--- src/rtl/slrc_pkg.sv ---
// ----------------------------------------------------------------------------
// slrc_pkg
// Types and constants shared by the relay command receiver modules.
// ----------------------------------------------------------------------------
package slrc_pkg;

	localparam int CHANNELS = 6;

	localparam logic [7:0] CHAR_CR   = 8'h0d;
	localparam logic [7:0] CHAR_LF   = 8'h0a;
	localparam logic [7:0] CHAR_ZERO = 8'h30;
	localparam logic [7:0] DIGIT_MIN = 8'(CHAR_ZERO + 1);
	localparam logic [7:0] DIGIT_MAX = 8'(CHAR_ZERO + CHANNELS);

	localparam logic [1:0] ST_OPENED   = 2'd0;
	localparam logic [1:0] ST_CLOSED   = 2'd1;
	localparam logic [1:0] ST_INVALID  = 2'd2;
	localparam logic [1:0] ST_MISMATCH = 2'd3;

	localparam logic KIND_STATUS = 1'b0;
	localparam logic KIND_ECHO   = 1'b1;

	typedef enum logic [1:0] {
		S_IDLE,
		S_SEND,
		S_LOAD
	} state_t;

	typedef struct packed {
		logic take;
		logic issue_rd;
		logic load_echo;
	} cmd_t;

	typedef struct packed {
		logic line_done;
		logic last;
	} sts_t;

endpackage

--- src/rtl/serial_line_relay_command.sv ---
// ----------------------------------------------------------------------------
// serial_line_relay_command
// Line receiver for CR LF terminated relay commands with line echo.
// ----------------------------------------------------------------------------
// Bytes enter on the rx channel (rx_valid, rx_ready, rx_byte) and are kept in
// a line buffer of BUFFER_DEPTH entries. A CR followed by LF completes the
// line; a CR followed by any other byte drops the line.
// Ordinary bytes and dropped lines are taken back to back while idle.
// A completed line gives one status result, then one echo result per stored
// byte, on the res channel (res_valid, res_ready and the result fields), with
// last marking the final result. The status result is registered at the LF
// transfer and appears in the next cycle; each echo byte passes through the
// registered read of the line buffer, then the result register. No byte is
// taken while a line is being sent. A stalled receiver holds the result
// register and the sequence unchanged. Reset clears the line count, the CR
// flag and all relay levels; the buffer contents stay undefined. Writing
// cfg_wdata under cfg_we sets every relay level and the indicator to it.
// ----------------------------------------------------------------------------
module serial_line_relay_command #(
	parameter int BUFFER_DEPTH = 64
) (
	input  logic                          clk,
	input  logic                          arst_n,
	input  logic                          cfg_we,
	input  logic                          cfg_wdata,
	input  logic                          rx_valid,
	output logic                          rx_ready,
	input  logic [7:0]                    rx_byte,
	output logic                          res_valid,
	input  logic                          res_ready,
	output logic                          kind,
	output logic [1:0]                    cmd_status,
	output logic [2:0]                    channel_number,
	output logic [slrc_pkg::CHANNELS-1:0] left_relays,
	output logic [slrc_pkg::CHANNELS-1:0] right_relays,
	output logic                          indicator,
	output logic [7:0]                    echo_byte,
	output logic                          last
);
	import slrc_pkg::*;

	cmd_t cmd;
	sts_t sts;

	slrc_ctrl u_ctrl (
		.clk       (clk),
		.arst_n    (arst_n),
		.rx_valid  (rx_valid),
		.rx_ready  (rx_ready),
		.res_valid (res_valid),
		.res_ready (res_ready),
		.sts       (sts),
		.cmd       (cmd)
	);

	slrc_dp #(
		.BUFFER_DEPTH (BUFFER_DEPTH)
	) u_dp (
		.clk            (clk),
		.arst_n         (arst_n),
		.cfg_we         (cfg_we),
		.cfg_wdata      (cfg_wdata),
		.rx_byte        (rx_byte),
		.cmd            (cmd),
		.sts            (sts),
		.kind           (kind),
		.cmd_status     (cmd_status),
		.channel_number (channel_number),
		.left_relays    (left_relays),
		.right_relays   (right_relays),
		.indicator      (indicator),
		.echo_byte      (echo_byte),
		.last           (last)
	);

endmodule

--- src/rtl/slrc_ctrl.sv ---
// ----------------------------------------------------------------------------
// slrc_ctrl
// Sequencer for byte intake, status delivery and line echo.
// ----------------------------------------------------------------------------
module slrc_ctrl (
	input  logic          clk,
	input  logic          arst_n,
	input  logic          rx_valid,
	output logic          rx_ready,
	output logic          res_valid,
	input  logic          res_ready,
	input  slrc_pkg::sts_t sts,
	output slrc_pkg::cmd_t cmd
);
	import slrc_pkg::*;

	state_t state_q;
	state_t state_nx;

	always_ff @(posedge clk or negedge arst_n) begin
		if (!arst_n) begin
			state_q <= S_IDLE;
		end else begin
			state_q <= state_nx;
		end
	end

	always_comb begin
		state_nx      = state_q;
		rx_ready      = 1'b0;
		res_valid     = 1'b0;
		cmd           = '0;
		case (state_q)
			S_IDLE: begin
				rx_ready = 1'b1;
				cmd.take = rx_valid;
				if (rx_valid && sts.line_done) begin
					state_nx = S_SEND;
				end
			end
			S_SEND: begin
				res_valid = 1'b1;
				if (res_ready) begin
					if (sts.last) begin
						state_nx = S_IDLE;
					end else begin
						cmd.issue_rd = 1'b1;
						state_nx     = S_LOAD;
					end
				end
			end
			S_LOAD: begin
				cmd.load_echo = 1'b1;
				state_nx      = S_SEND;
			end
			default: begin
				state_nx = S_IDLE;
			end
		endcase
	end

endmodule

--- src/rtl/slrc_dp.sv ---
// ----------------------------------------------------------------------------
// slrc_dp
// Line buffer, relay levels and result register of the command receiver.
// ----------------------------------------------------------------------------
module slrc_dp #(
	parameter int BUFFER_DEPTH = 64
) (
	input  logic                          clk,
	input  logic                          arst_n,
	input  logic                          cfg_we,
	input  logic                          cfg_wdata,
	input  logic [7:0]                    rx_byte,
	input  slrc_pkg::cmd_t                cmd,
	output slrc_pkg::sts_t                sts,
	output logic                          kind,
	output logic [1:0]                    cmd_status,
	output logic [2:0]                    channel_number,
	output logic [slrc_pkg::CHANNELS-1:0] left_relays,
	output logic [slrc_pkg::CHANNELS-1:0] right_relays,
	output logic                          indicator,
	output logic [7:0]                    echo_byte,
	output logic                          last
);
	import slrc_pkg::*;

	localparam int AW = (BUFFER_DEPTH > 1) ? $clog2(BUFFER_DEPTH) : 1;

	logic [7:0]          mem [BUFFER_DEPTH];
	logic [AW-1:0]       count_q;
	logic                got_cr_q;
	logic [7:0]          first_q;
	logic [CHANNELS-1:0] left_q;
	logic [CHANNELS-1:0] right_q;
	logic                ind_q;
	logic [AW-1:0]       len_q;
	logic [AW-1:0]       idx_q;
	logic [7:0]          rd_q;

	logic                kind_q;
	logic [1:0]          status_q;
	logic [2:0]          chan_q;
	logic [CHANNELS-1:0] left_out_q;
	logic [CHANNELS-1:0] right_out_q;
	logic                ind_out_q;
	logic [7:0]          echo_q;
	logic                last_q;

	logic [AW:0]         cnt_inc;
	logic [AW-1:0]       cnt_nx;
	logic                store;
	logic                complete;
	logic                cmd_ok;
	logic [7:0]          ch_raw;
	logic [2:0]          ch;
	logic [CHANNELS-1:0] bit_vec;
	logic [CHANNELS-1:0] left_nx;
	logic [CHANNELS-1:0] right_nx;
	logic                lv;
	logic                rv;
	logic [1:0]          st_nx;
	logic                ind_nx;
	logic [AW:0]         idx_inc;

	assign sts.line_done = got_cr_q && (rx_byte == CHAR_LF);
	assign sts.last      = last_q;

	assign complete = cmd.take && sts.line_done;
	assign store    = cmd.take && !got_cr_q && (rx_byte != CHAR_CR);

	assign cnt_inc = {1'b0, count_q} + 1'b1;
	assign cnt_nx  = (cnt_inc == (AW+1)'(BUFFER_DEPTH)) ? '0 : cnt_inc[AW-1:0];
	assign idx_inc = {1'b0, idx_q} + 1'b1;

	always_comb begin
		cmd_ok  = (first_q >= DIGIT_MIN) && (first_q <= DIGIT_MAX);
		ch_raw  = first_q - CHAR_ZERO;
		ch      = cmd_ok ? ch_raw[2:0] : 3'd0;
		bit_vec = cmd_ok ? (CHANNELS'(1) << (ch - 3'd1)) : '0;
		left_nx  = left_q ^ bit_vec;
		right_nx = right_q ^ bit_vec;
		lv = |(left_nx & bit_vec);
		rv = |(right_nx & bit_vec);
		ind_nx = ind_q;
		if (!cmd_ok) begin
			st_nx = ST_INVALID;
		end else if (lv != rv) begin
			st_nx = ST_MISMATCH;
		end else if (rv) begin
			st_nx  = ST_OPENED;
			ind_nx = 1'b1;
		end else begin
			st_nx  = ST_CLOSED;
			ind_nx = 1'b0;
		end
	end

	// line buffer
	always_ff @(posedge clk) begin
		if (store) begin
			mem[count_q] <= rx_byte;
		end
		if (cmd.issue_rd) begin
			rd_q <= mem[idx_q];
		end
	end

	always_ff @(posedge clk) begin
		if (store && (count_q == '0)) begin
			first_q <= rx_byte;
		end
	end

	// line control
	always_ff @(posedge clk or negedge arst_n) begin
		if (!arst_n) begin
			count_q  <= '0;
			got_cr_q <= 1'b0;
		end else if (cmd.take) begin
			if (got_cr_q) begin
				count_q  <= '0;
				got_cr_q <= 1'b0;
			end else if (rx_byte == CHAR_CR) begin
				got_cr_q <= 1'b1;
			end else begin
				count_q <= cnt_nx;
			end
		end
	end

	// relay levels
	always_ff @(posedge clk or negedge arst_n) begin
		if (!arst_n) begin
			left_q  <= '0;
			right_q <= '0;
			ind_q   <= 1'b0;
		end else if (cfg_we) begin
			left_q  <= {CHANNELS{cfg_wdata}};
			right_q <= {CHANNELS{cfg_wdata}};
			ind_q   <= cfg_wdata;
		end else if (complete) begin
			left_q  <= left_nx;
			right_q <= right_nx;
			ind_q   <= ind_nx;
		end
	end

	// result register
	always_ff @(posedge clk) begin
		if (complete) begin
			kind_q      <= KIND_STATUS;
			status_q    <= st_nx;
			chan_q      <= ch;
			left_out_q  <= left_nx;
			right_out_q <= right_nx;
			ind_out_q   <= ind_nx;
			echo_q      <= '0;
			last_q      <= (count_q == '0);
			len_q       <= count_q;
			idx_q       <= '0;
		end else if (cmd.load_echo) begin
			kind_q      <= KIND_ECHO;
			status_q    <= ST_OPENED;
			chan_q      <= '0;
			left_out_q  <= '0;
			right_out_q <= '0;
			ind_out_q   <= 1'b0;
			echo_q      <= rd_q;
			last_q      <= (idx_inc == {1'b0, len_q});
			idx_q       <= idx_inc[AW-1:0];
		end
	end

	assign kind           = kind_q;
	assign cmd_status     = status_q;
	assign channel_number = chan_q;
	assign left_relays    = left_out_q;
	assign right_relays   = right_out_q;
	assign indicator      = ind_out_q;
	assign echo_byte      = echo_q;
	assign last           = last_q;

endmodule

--- config.mk ---
export PLATFORM = sky130hd
export DESIGN_NAME = serial_line_relay_command
export DESIGN_NICKNAME = d
export VERILOG_FILES = /design/src/rtl/slrc_pkg.sv /design/src/rtl/serial_line_relay_command.sv /design/src/rtl/slrc_ctrl.sv /design/src/rtl/slrc_dp.sv
export SDC_FILE = /design/constraint.sdc
export NUM_CORES = 1
export LEC_CHECK = 0
export BUFFER_PORTS_ARGS = -buffer_cell sky130_fd_sc_hd__buf_2
export CAP_MARGIN = 5
export CORE_MARGIN = 1.5
export CORE_UTILIZATION = 35
export CTS_CLUSTER_DIAMETER = 200
export DETAILED_ROUTE_END_ITERATION = 6
export HOLD_SLACK_MARGIN = 0.02
export RECOVER_POWER = 50
export SLEW_MARGIN = 20
export SYNTH_ARGS = -nofsm -noshare
export SYNTH_HDL_FRONTEND = slang
export SYNTH_SLANG_ARGS = --single-unit
--- constraint.sdc ---
create_clock -name clk -period 3 [get_ports clk]
set_input_delay 0.3 -clock clk [delete_from_list [all_inputs] [get_ports clk]]
set_output_delay 0.3 -clock clk [all_outputs]
set_load 0.02 [all_outputs]
# == Word level (Yosys, flattened, before mapping) ==
# Memory sizes are Yosys's and may differ from the RTL's. A register that Yosys moved wholly into a read port is not among the register bits.
# Cells that the tools add are included.
# word_totals
register_bits,70
mem_bits_rw,512
out_inout_bits,30
elab_cells,99
mem_count,1
# classes
n_addsub,4
n_lt_le_gt_ge,2
n_eq_ne,11
shift,1
n_mux,43
n_bitwise,4
n_reduce_logical,16
# mem_list
name,words,word_bits,read_ports,rd_clocked_by_memory_dff,wr,line_no,text
u_dp.mem,64,8,1,1,1,slrc_dp.sv:28,logic [7:0] mem [BUFFER_DEPTH];
# ops
op,n
2-to-1 mux 6 bit,11
2-to-1 mux 1 bit,21
"equality test 8 x 4 -> 1 bit, second input constant",2
"adder 6 x 1 -> 7 bit, second input constant",2
2-to-1 mux 2 bit,7
AND 6 bit,2
OR reduction 6 bit,2
XOR 6 bit,2
2-to-1 mux 3 bit,3
">= comparator 8 x 6 -> 1 bit, second input constant",1
"less-or-equal comparator 8 x 6 -> 1 bit, second input constant",1
"inequality test 8 x 4 -> 1 bit, second input constant",1
equality test 7 x 6 -> 1 bit,1
"equality test 7 bit, second input constant",1
logical AND 1 bit,7
zero test 6 bit,1
one-hot mux 2 bit (3 select lines),1
"<< shifter 1 x 3 -> 6 bit, first input constant",1
"subtractor 3 x 1 -> 3 bit, second input constant",2
"inequality test 2 x 1 -> 1 bit, second input constant",2
AND reduction 2 bit,2
nonzero test 2 bit,2
"equality test 2 x 1 -> 1 bit, second input constant",1
"equality test 2 bit, second input constant",1
other kinds (4),4

# == Logic depth before layout (Yosys ltp) ==
# Gate-level depths: netlist of run 1.
# logic_depth
word_depth,14
ltp_mapped,11
ltp_nobuf,11

# == Modules after synthesis ==
# A second synthesis of run 1 with hierarchy kept.
# hier_totals
cells_unflattened,1210
area_unflattened_um2,23221.0
# modules_own_cells
module,n_inst,cells_per_inst,area_per_inst_um2
slrc_dp,1,1199,23104.7
slrc_ctrl,1,11,116.4

# == Worst setup path after synthesis of run 1 ==
# OpenSTA, ideal clock, no wires.
# synth_path
path_kind,flip-flop to flip-flop
startpoint,register u_dp.first_q[7]
endpoint,register u_dp.ind_q
arrival_time_ns,2.331
required_ns,2.871
slack_ns,0.540
stages_incl_launch_ff,10
synth_period_minus_slack_ns,2.460
cell_sequence,edfxtp_1 > or4_1 > nor3_1 > ha_1 > nor4_1 > nand2_1 > ha_1 > nor4_1 > mux2i_1 > o21ai_1
# synth_between
elab_chain_len,14
elab_cells_between_ends,19
classes_between,1 x add/sub; 2 x order compare; 1 x eq/ne; 1 x shift; 7 x mux; 4 x bitwise; 3 x reduce/logical
# synth_rtl
element,line_no,text
"start, declared",slrc_dp.sv:31,logic [7:0] first_q;
"start signal, assigned",slrc_dp.sv:109,first_q <= rx_byte;
>= comparator 8 x 6 -> 1 bit or less-or-equal comparator 8 x 6 -> 1 bit (tied branches),slrc_dp.sv:75,cmd_ok = (first_q >= DIGIT_MIN) && (first_q <= DIGIT_MAX);
logical AND 1 bit *,slrc_dp.sv:75,
2-to-1 mux 3 bit,slrc_dp.sv:77,ch = cmd_ok ? ch_raw[2:0] : 3'd0;
subtractor 3 x 1 -> 3 bit,slrc_dp.sv:78,bit_vec = cmd_ok ? (CHANNELS'(1) << (ch - 3'd1)) : '0;
<< shifter 1 x 3 -> 6 bit,slrc_dp.sv:78,
2-to-1 mux 6 bit,slrc_dp.sv:78,
"XOR 6 bit, on equally long branches","slrc_dp.sv:80, slrc_dp.sv:79",
"AND 6 bit, on equally long branches","slrc_dp.sv:82, slrc_dp.sv:81",
"OR reduction 6 bit, on equally long branches","slrc_dp.sv:82, slrc_dp.sv:81",
2-to-1 mux 1 bit or inequality test 1 bit (tied branches),"slrc_dp.sv:88, slrc_dp.sv:86",
2-to-1 mux 1 bit,slrc_dp.sv:86,end else if (lv != rv) begin
2-to-1 mux 1 bit *,slrc_dp.sv:84,if (!cmd_ok) begin
2-to-1 mux 1 bit *,slrc_dp.sv:140,end else if (complete) begin
2-to-1 mux 1 bit *,slrc_dp.sv:136,end else if (cfg_we) begin
"end signal, assigned",slrc_dp.sv:139,ind_q <= cfg_wdata;
"end signal, assigned",slrc_dp.sv:143,ind_q <= ind_nx;
"end, declared",slrc_dp.sv:34,logic ind_q;
# Every way passes the cells marked *; elsewhere a longest branch is shown, timed or not. The select of a mux whose other input is x is not followed.
# A chain may end at the register's enable or synchronous reset.

# == Worst setup path in the final report of run 1 ==
# layout_path
startpoint,register u_dp.first_q[7]
endpoint,register u_dp.ind_out_q (netlist: u_dp.indicator) (data pin)
# layout_between
elab_chain_len,13
elab_cells_between_ends,18
classes_between,1 x add/sub; 2 x order compare; 1 x eq/ne; 1 x shift; 6 x mux; 4 x bitwise; 3 x reduce/logical
# layout_rtl
element,line_no,text
>= comparator 8 x 6 -> 1 bit or less-or-equal comparator 8 x 6 -> 1 bit (tied branches),slrc_dp.sv:75,
logical AND 1 bit *,slrc_dp.sv:75,
2-to-1 mux 3 bit,slrc_dp.sv:77,
subtractor 3 x 1 -> 3 bit,slrc_dp.sv:78,
<< shifter 1 x 3 -> 6 bit,slrc_dp.sv:78,
2-to-1 mux 6 bit,slrc_dp.sv:78,
"XOR 6 bit, on equally long branches","slrc_dp.sv:80, slrc_dp.sv:79",
"AND 6 bit, on equally long branches","slrc_dp.sv:82, slrc_dp.sv:81",
"OR reduction 6 bit, on equally long branches","slrc_dp.sv:82, slrc_dp.sv:81",
2-to-1 mux 1 bit or inequality test 1 bit (tied branches),"slrc_dp.sv:88, slrc_dp.sv:86",
2-to-1 mux 1 bit,slrc_dp.sv:86,
2-to-1 mux 1 bit *,slrc_dp.sv:84,
2-to-1 mux 1 bit *,slrc_dp.sv:149,if (complete) begin
"end signal, assigned",slrc_dp.sv:155,ind_out_q <= ind_nx;
"end, declared",slrc_dp.sv:44,logic ind_out_q;
# Every way passes the cells marked *; elsewhere a longest branch is shown, timed or not.

==> flow_summary.toml, run 1 <==
[timing]
drv_slew = 307
fin_ws_ps = 192
fmax_mhz = 356
rsz0062_at_grt = "no"
hold_viol_final = 0
layout_min_cycle_time_ps = 2810
finalCritPeriodShare = 0.936
relSlewSlack = -0.417
tns_ps = 0
clock_skew_ps = 29.7
worstMarginPinSlew_ps = 2130
finalSetupViolations = 0

[synth]
syn_area_um2 = 23400
synth_largest_area_cell = "edfxtp_1"
avgSynthCellArea_um2 = 19.1
synth_fa_ha_area_frac = 0.00857
synth_top_family_by_area = "multiplexers"
synthSimpleGateAreaFrac = 0.0514
yosys-top-cells-area = "edfxtp_1 (71%), mux4_2 (11%), dfrtp_1 (2.4%)"
synth_top_area_frac = 0.711
yosysSeqAreaShare = 0.747
synth_edf_count = 553
synth.area.mux_share = 0.136
synthCells = 1226
synth_compound_area_frac = 0.0308
synth.distinct_cells = 58
synth-seq-cells = 590
synth_xor_area_frac = 0.00525
synth_nets = 1256
yosys_warnings = 0
ys.flop_type = "edfxtp_1"
async_flop_share = 0.0373

[worst_setup_path]
crit_required_ps = 3420
crit_path_cell_trace = "or4_1 -> nor3_1 -> ha_1 -> nor4_1 -> nand2_1 -> ha_1 -> nor3_1 -> nor2_1 -> a311oi_1"
startpoint = "u_dp.first_q[7]"
crit_type = "reg2reg"
crit_path_end_kind = "flop"
crit_fanout = 5
critPathMaxStageDelay_ps = 620
worstSetupStartpointType = "flop"
path_delay_family = "simple AND/OR/NAND/NOR gates"
critPathSlowestCell = "or4_1"
worst-path-buf-inv = 0
rr_startpoint = "u_dp.first_q[7]"
worstPathArrival_ps = 3230

[clock_network]
h-tree-depth = 2
cts_tree = "done"
path_clk_slew_ps = 60
insertion_delay_ps = 630
clockBufferDepth = 3
root_buffer = "clkbuf_16"
cts_made_buffers = 58
cts_sinks = 590

[detailed_routing]
drt-initial-drc-count = 1187
drt-vias-per-instance = 5.29
wl_per_cell_um = 23.7
wirelength_um = 54100
firstDrtPassIters = 5
drtAntennaViolNets = 0
vias = 12081
drc = 0

[die]
fp.dieH_um = 261
core_area_um2 = 65900
fp-row-count = 94
dieWidth_um = 261
start_util = 0.355
dieArea_um2 = 68300
io-pin-count = 44

[layout]
area_growth_pct = 15.7
post-route-util = 0.410
num-nets-final = 1400
final_layout_size_suffix_gt1_frac = 0.225

[power_and_ir_drop]
p_per_area_nw_per_um2 = 736
finalPower_mw = 19.9
irDropWorstVdd_v = 0.000412
p_leak_nw = 8.94

[place]
pre_cts_ws_ps = 258
gp_congestion = 0.880
dp_hpwl_um = 33700
port_buffers = 43

[grt]
grt_pass1_wl_um = 80400
grt_overflow = 0
grt_usage = 0.161
antenna_found_initial = 0
grt_max_degree = 66
grt_pass1_vias = 12300

[hold_path]
hold_class = "in2reg"
min_from = "cfg_we"

[outcome]
failed_checks = "max-capacitance violations, max-slew violations"
status = "finished with violations"

[job]
maxCapViolCount = 5
## final timing paths
check,endpoint,slack [ps],depth (start not counted)
worst min register to register,u_dp.kind,450,2
worst max register to register,u_dp.indicator,190,9
max in group asynchronous,u_dp.count_q[5],1650,2
worst max-delay path,u_dp.indicator,190,9
worst min-delay path,u_dp.right_q[4],100,2
min in group asynchronous,u_dp.right_q[3],540,2
## flip-flops by register name (all words and copies together), names as in the netlist
name / flops
u_dp.mem: 512
u_dp.echo_byte: 8
u_dp.first_q: 8
u_dp.rd_q: 8
u_dp.count_q: 6
u_dp.idx_q: 6
u_dp.left_q: 6
u_dp.left_relays: 6
u_dp.len_q: 6
u_dp.right_q: 6
u_dp.right_relays: 6
u_dp.channel_number: 3
u_ctrl.state_q: 2
u_dp.cmd_status: 2
u_dp.got_cr_q: 1
u_dp.ind_q: 1
u_dp.indicator: 1
u_dp.kind: 1
u_dp.last: 1
## stage by stage
step	std cells	area (um^2)	hold WS, ps
floorplan	1226	23400	4.41
global placement	2169	25100	307
detailed placement	2169	25100	319
CTS	2284	27100	67.7
global route	2284	27000	111
finish	2285	27000	96.6
## worst register-to-register path: stages, from the launching register on
cell and delay [ps]:
edfxtp_1 400, or4_1 620, nor3_1 340, ha_1 220, nor4_1 70, nand2_1 90
ha_1 250, nor3_1 310, nor2_1 70, a311oi_1 230
## power breakdown
part / internal [mW] / switching (mW)
Sequential: 9.29 / 0.238
Clock: 4.22 / 3.08
Combinational: 1.26 / 1.82
Total: 14.8 / 5.14
## logic make-up (layout without fill, tap and decap cells)
group	Yosys count	count (layout)
buffers and inverters	87	281
AO/OA/AOI/OAI	106	106
AND/OR/NAND/NOR	263	263
adder cells (fa/ha/maj)	16	16
flip-flops	590	590
XOR/XNOR	14	14
multiplexers	150	150
other	0	1
## repair_timing
action | 4_1_cts | 5_1_grt
hold endpoints to repair | 30 | 0
setup buffers | 0 | 0
hold buffers | 5 | 0
setup endpoints to repair | 0 | 2
gates resized for setup | 0 | 1
## layer usage
| metal | GRT usage | vias to the layer above | wire length (um) |
|---|---|---|---|
| met1 | 0.229 | 6299 | 24000 |
| li1 | - | 5242 | - |
| met5 | 0 | - | 0 |
| met4 | 0.0404 | 0 | 1130 |
| met2 | 0.248 | 451 | 24700 |
| met3 | 0.0385 | 89 | 4270 |
## layout by cell type, fill, tap and decap left out, drive strengths merged, types with 4 or more instances in the layout
cell type	synthesis	final
a211oi	11	11
a21oi	8	8
a22o	6	6
a22oi	12	12
a31oi	8	8
a32oi	6	6
buf	44	98
bufinv	0	6
clkbuf	24	122
clkinv	0	26
clkinvlp	0	5
dfrtp	22	22
dfxtp	15	15
dlygate4sd3	0	5
edfxtp	553	553
ha	16	16
inv	19	19
mux2i	19	19
mux4	128	128
nand2	77	77
nand2b	4	4
nand3	21	21
nand4	6	6
nor2	100	100
nor2b	13	13
nor3	13	13
nor3b	7	7
nor4	6	6
o21ai	30	30
o221ai	7	7
o22ai	8	8
or3	5	5
xnor2	7	7
xor2	7	7
## synthesized netlist by cell type, types with 8 or more instances
cell / instances
mux4_1: 16
o21ai_0: 28
nor2b_1: 13
nor3_1: 13
mux2i_1: 19
a211oi_1: 11
dfxtp_1: 15
dfrtp_1: 22
ha_1: 16
mux4_2: 112
o22ai_1: 8
nand2_1: 77
inv_1: 19
nand3_1: 21
edfxtp_1: 553
clkbuf_1: 24
buf_2: 17
nor2_1: 99
buf_4: 9
a22oi_1: 12
a21oi_1: 8
## cell type report
| type | instances | area [um^2] |
|---|---|---|
| fillers | 5911 | 38800 |
| flip-flops and latches | 590 | 17500 |
| multi-input cells | 549 | 5410 |
| clock buffers | 73 | 1570 |
| well taps | 864 | 1080 |
| repair buffers | 152 | 1080 |
| clock inverters | 37 | 359 |
| inverters | 19 | 71.3 |
| diodes | 1 | 2.50 |
No activity file was read; power rests on OpenSTA's default activity.
==> run 2, diff against run 1 <==
--- a/config.mk
+++ b/config.mk
@@ -12,6 +12,7 @@
 export CTS_CLUSTER_DIAMETER = 200
 export DETAILED_ROUTE_END_ITERATION = 6
 export HOLD_SLACK_MARGIN = 0.02
+export PLACE_DENSITY_LB_ADDON = 0.1
 export RECOVER_POWER = 50
 export SLEW_MARGIN = 20
 export SYNTH_ARGS = -nofsm -noshare
==> flow_summary.toml, run 2 (synthesis gave the netlist of run 1 again) <==
[grt]
grt_pass1_vias = 12093
grt_overflow = 0
antenna_found_initial = 0
grt_max_degree = 66
grt_pass1_wl_um = 87300
grt_usage = 0.181

[clock_network]
path_clk_slew_ps = 60
post-cts-setup-buffers = 0
insertion_delay_ps = 600
clockBufferDepth = 3
cts_made_buffers = 67
cts_sinks = 590
root_buffer = "clkbuf_16"
h-tree-depth = 3
cts_tree = "done"

[layout]
register_area_um2 = 17500
area_growth_pct = 16.7
final_layout_size_suffix_gt1_frac = 0.223
multi_input_area_um2 = 5430
largest_reg_flops = 512
layout_commonest_cell = "edfxtp_1"
post-route-util = 0.414
layout_common_cells = "edfxtp_1 (553), mux4_2 (112), nor2_1 (99)"
regMostFlops = "u_dp.mem"
num-nets-final = 1396
n_fill_cell = 5910
insertedDiodeCount = 0

[worst_setup_path]
crit_path_end_kind = "flop"
reg2reg_slack_ps = 250
critPathMaxStageDelay_ps = 640
r2r_cells = 6
worst-path-buf-inv = 1
rr_startpoint = "u_ctrl.state_q[1]"
regToRegEndpoint = "u_dp.mem[39][2]"
crit_fanout = 8
crit_required_ps = 3220
crit_type = "reg2reg"
worstSetupStartpointType = "flop"
path_delay_family = "simple AND/OR/NAND/NOR gates"
critPathSlowestCell = "nor2_1"
worstPathArrival_ps = 2970
crit_path_cell_trace = "or3b_1 -> a31oi_2 -> and2b_1 -> nand3_1 -> buf_12 -> nor2_1"

[detailed_routing]
drt-vias-per-instance = 5.19
wl_per_cell_um = 26.7
vias = 11847
firstDrtPassIters = 5
wirelength_um = 61000
drt-initial-drc-count = 864
drtAntennaViolNets = 0
drc = 0

[die]
fp-row-count = 94
dieWidth_um = 261
start_util = 0.355
dieArea_um2 = 68300
fp.dieH_um = 261
core_area_um2 = 65900
io-pin-count = 44

[timing]
hold_viol_final = 0
finalCritPeriodShare = 0.915
fmax_mhz = 364
clock_skew_ps = 22.0
worstMarginPinSlew_ps = 1760
relSlewSlack = -0.176
tns_ps = 0
rsz0062_at_grt = "no"
finalSetupViolations = 0
layout_min_cycle_time_ps = 2750
holdWs_ps = 116
drv_slew = 462

[power_and_ir_drop]
irDropWorstVdd_v = 0.000356
p_per_area_nw_per_um2 = 772
p_leak_nw = 8.99

[outcome]
failed_checks = "max-capacitance violations, max-slew violations"
status = "finished with violations"

[place]
dp_hpwl_um = 38800
port_buffers = 43
gp_congestion = 0.804

[hold_path]
whs_endpoint = "u_dp.ind_q"
hold_class = "in2reg"
min_from = "cfg_we"
hold_depth = 2

[job]
maxCapViolCount = 7
==> run 2: worst reg2reg max path: cells and delay by family (launching register included) <==
kind	cells	cell delay, ps
AO/OA/AOI/OAI	1	200
buffers and inverters	1	200
flip-flops	1	410
AND/OR/NAND/NOR	4	1560
==> run 2: what timing repair did <==
action	in CTS	in global routing
endpoints found under the setup margin	0	2
hold buffers	3	0
resized for setup	0	3
hold endpoints to repair	28	0
==> run 2: how the worst max path moves through the flow <==
stage	start	to	cells past startpoint	slack, ps
after floorplan	u_dp.first_q[7]	u_dp.ind_q	9	540
after global placement	u_ctrl.state_q[1]	u_dp.mem[32][4]	6	280
after detailed placement	u_dp.first_q[7]	u_dp.indicator	10	180
after CTS	u_dp.first_q[7]	u_dp.indicator	10	160
after global routing	u_dp.first_q[7]	u_dp.indicator	10	10
final	u_ctrl.state_q[1]	u_dp.mem[39][2]	6	250
==> run 2: per-layer routing <==
metal	up-vias	share of wire	global-route usage
met5	-	0	0
met4	0	0.019	0.0421
met3	72	0.055	0.0466
met2	291	0.47	0.286
met1	6248	0.45	0.252
li1	5236	-	-
==> run 2: power by group <==
part	leakage, nW	internal (mW)	switching (mW)	total [mW]
Clock	1.06	4.88	3.30	8.19
Sequential	5.39	9.29	0.252	9.55
Combinational	2.53	1.35	1.97	3.32
==> run 2: final cells by class <==
cell class / instances / area share
Clock inverter: 40 / 0.0149
Multi-Input combinational cell: 549 / 0.199
Inverter: 19 / 0.00261
Clock buffer: 82 / 0.0658
Tap cell: 864 / 0.0396
Sequential cell: 590 / 0.640
Timing Repair Buffer: 139 / 0.0378
==> run 2: through the flow <==
stage,instance area [um^2],instances,total power [mW],setup slack [ps]
2_1_floorplan,23400,1226,11.6,540
3_3_place_gp,25100,2158,13.1,285
3_5_place_dp,25100,2158,13.1,177
4_1_cts,27400,2283,21.3,157
5_1_grt,27300,2283,21.8,12.4
6_report,27300,2283,21.1,254
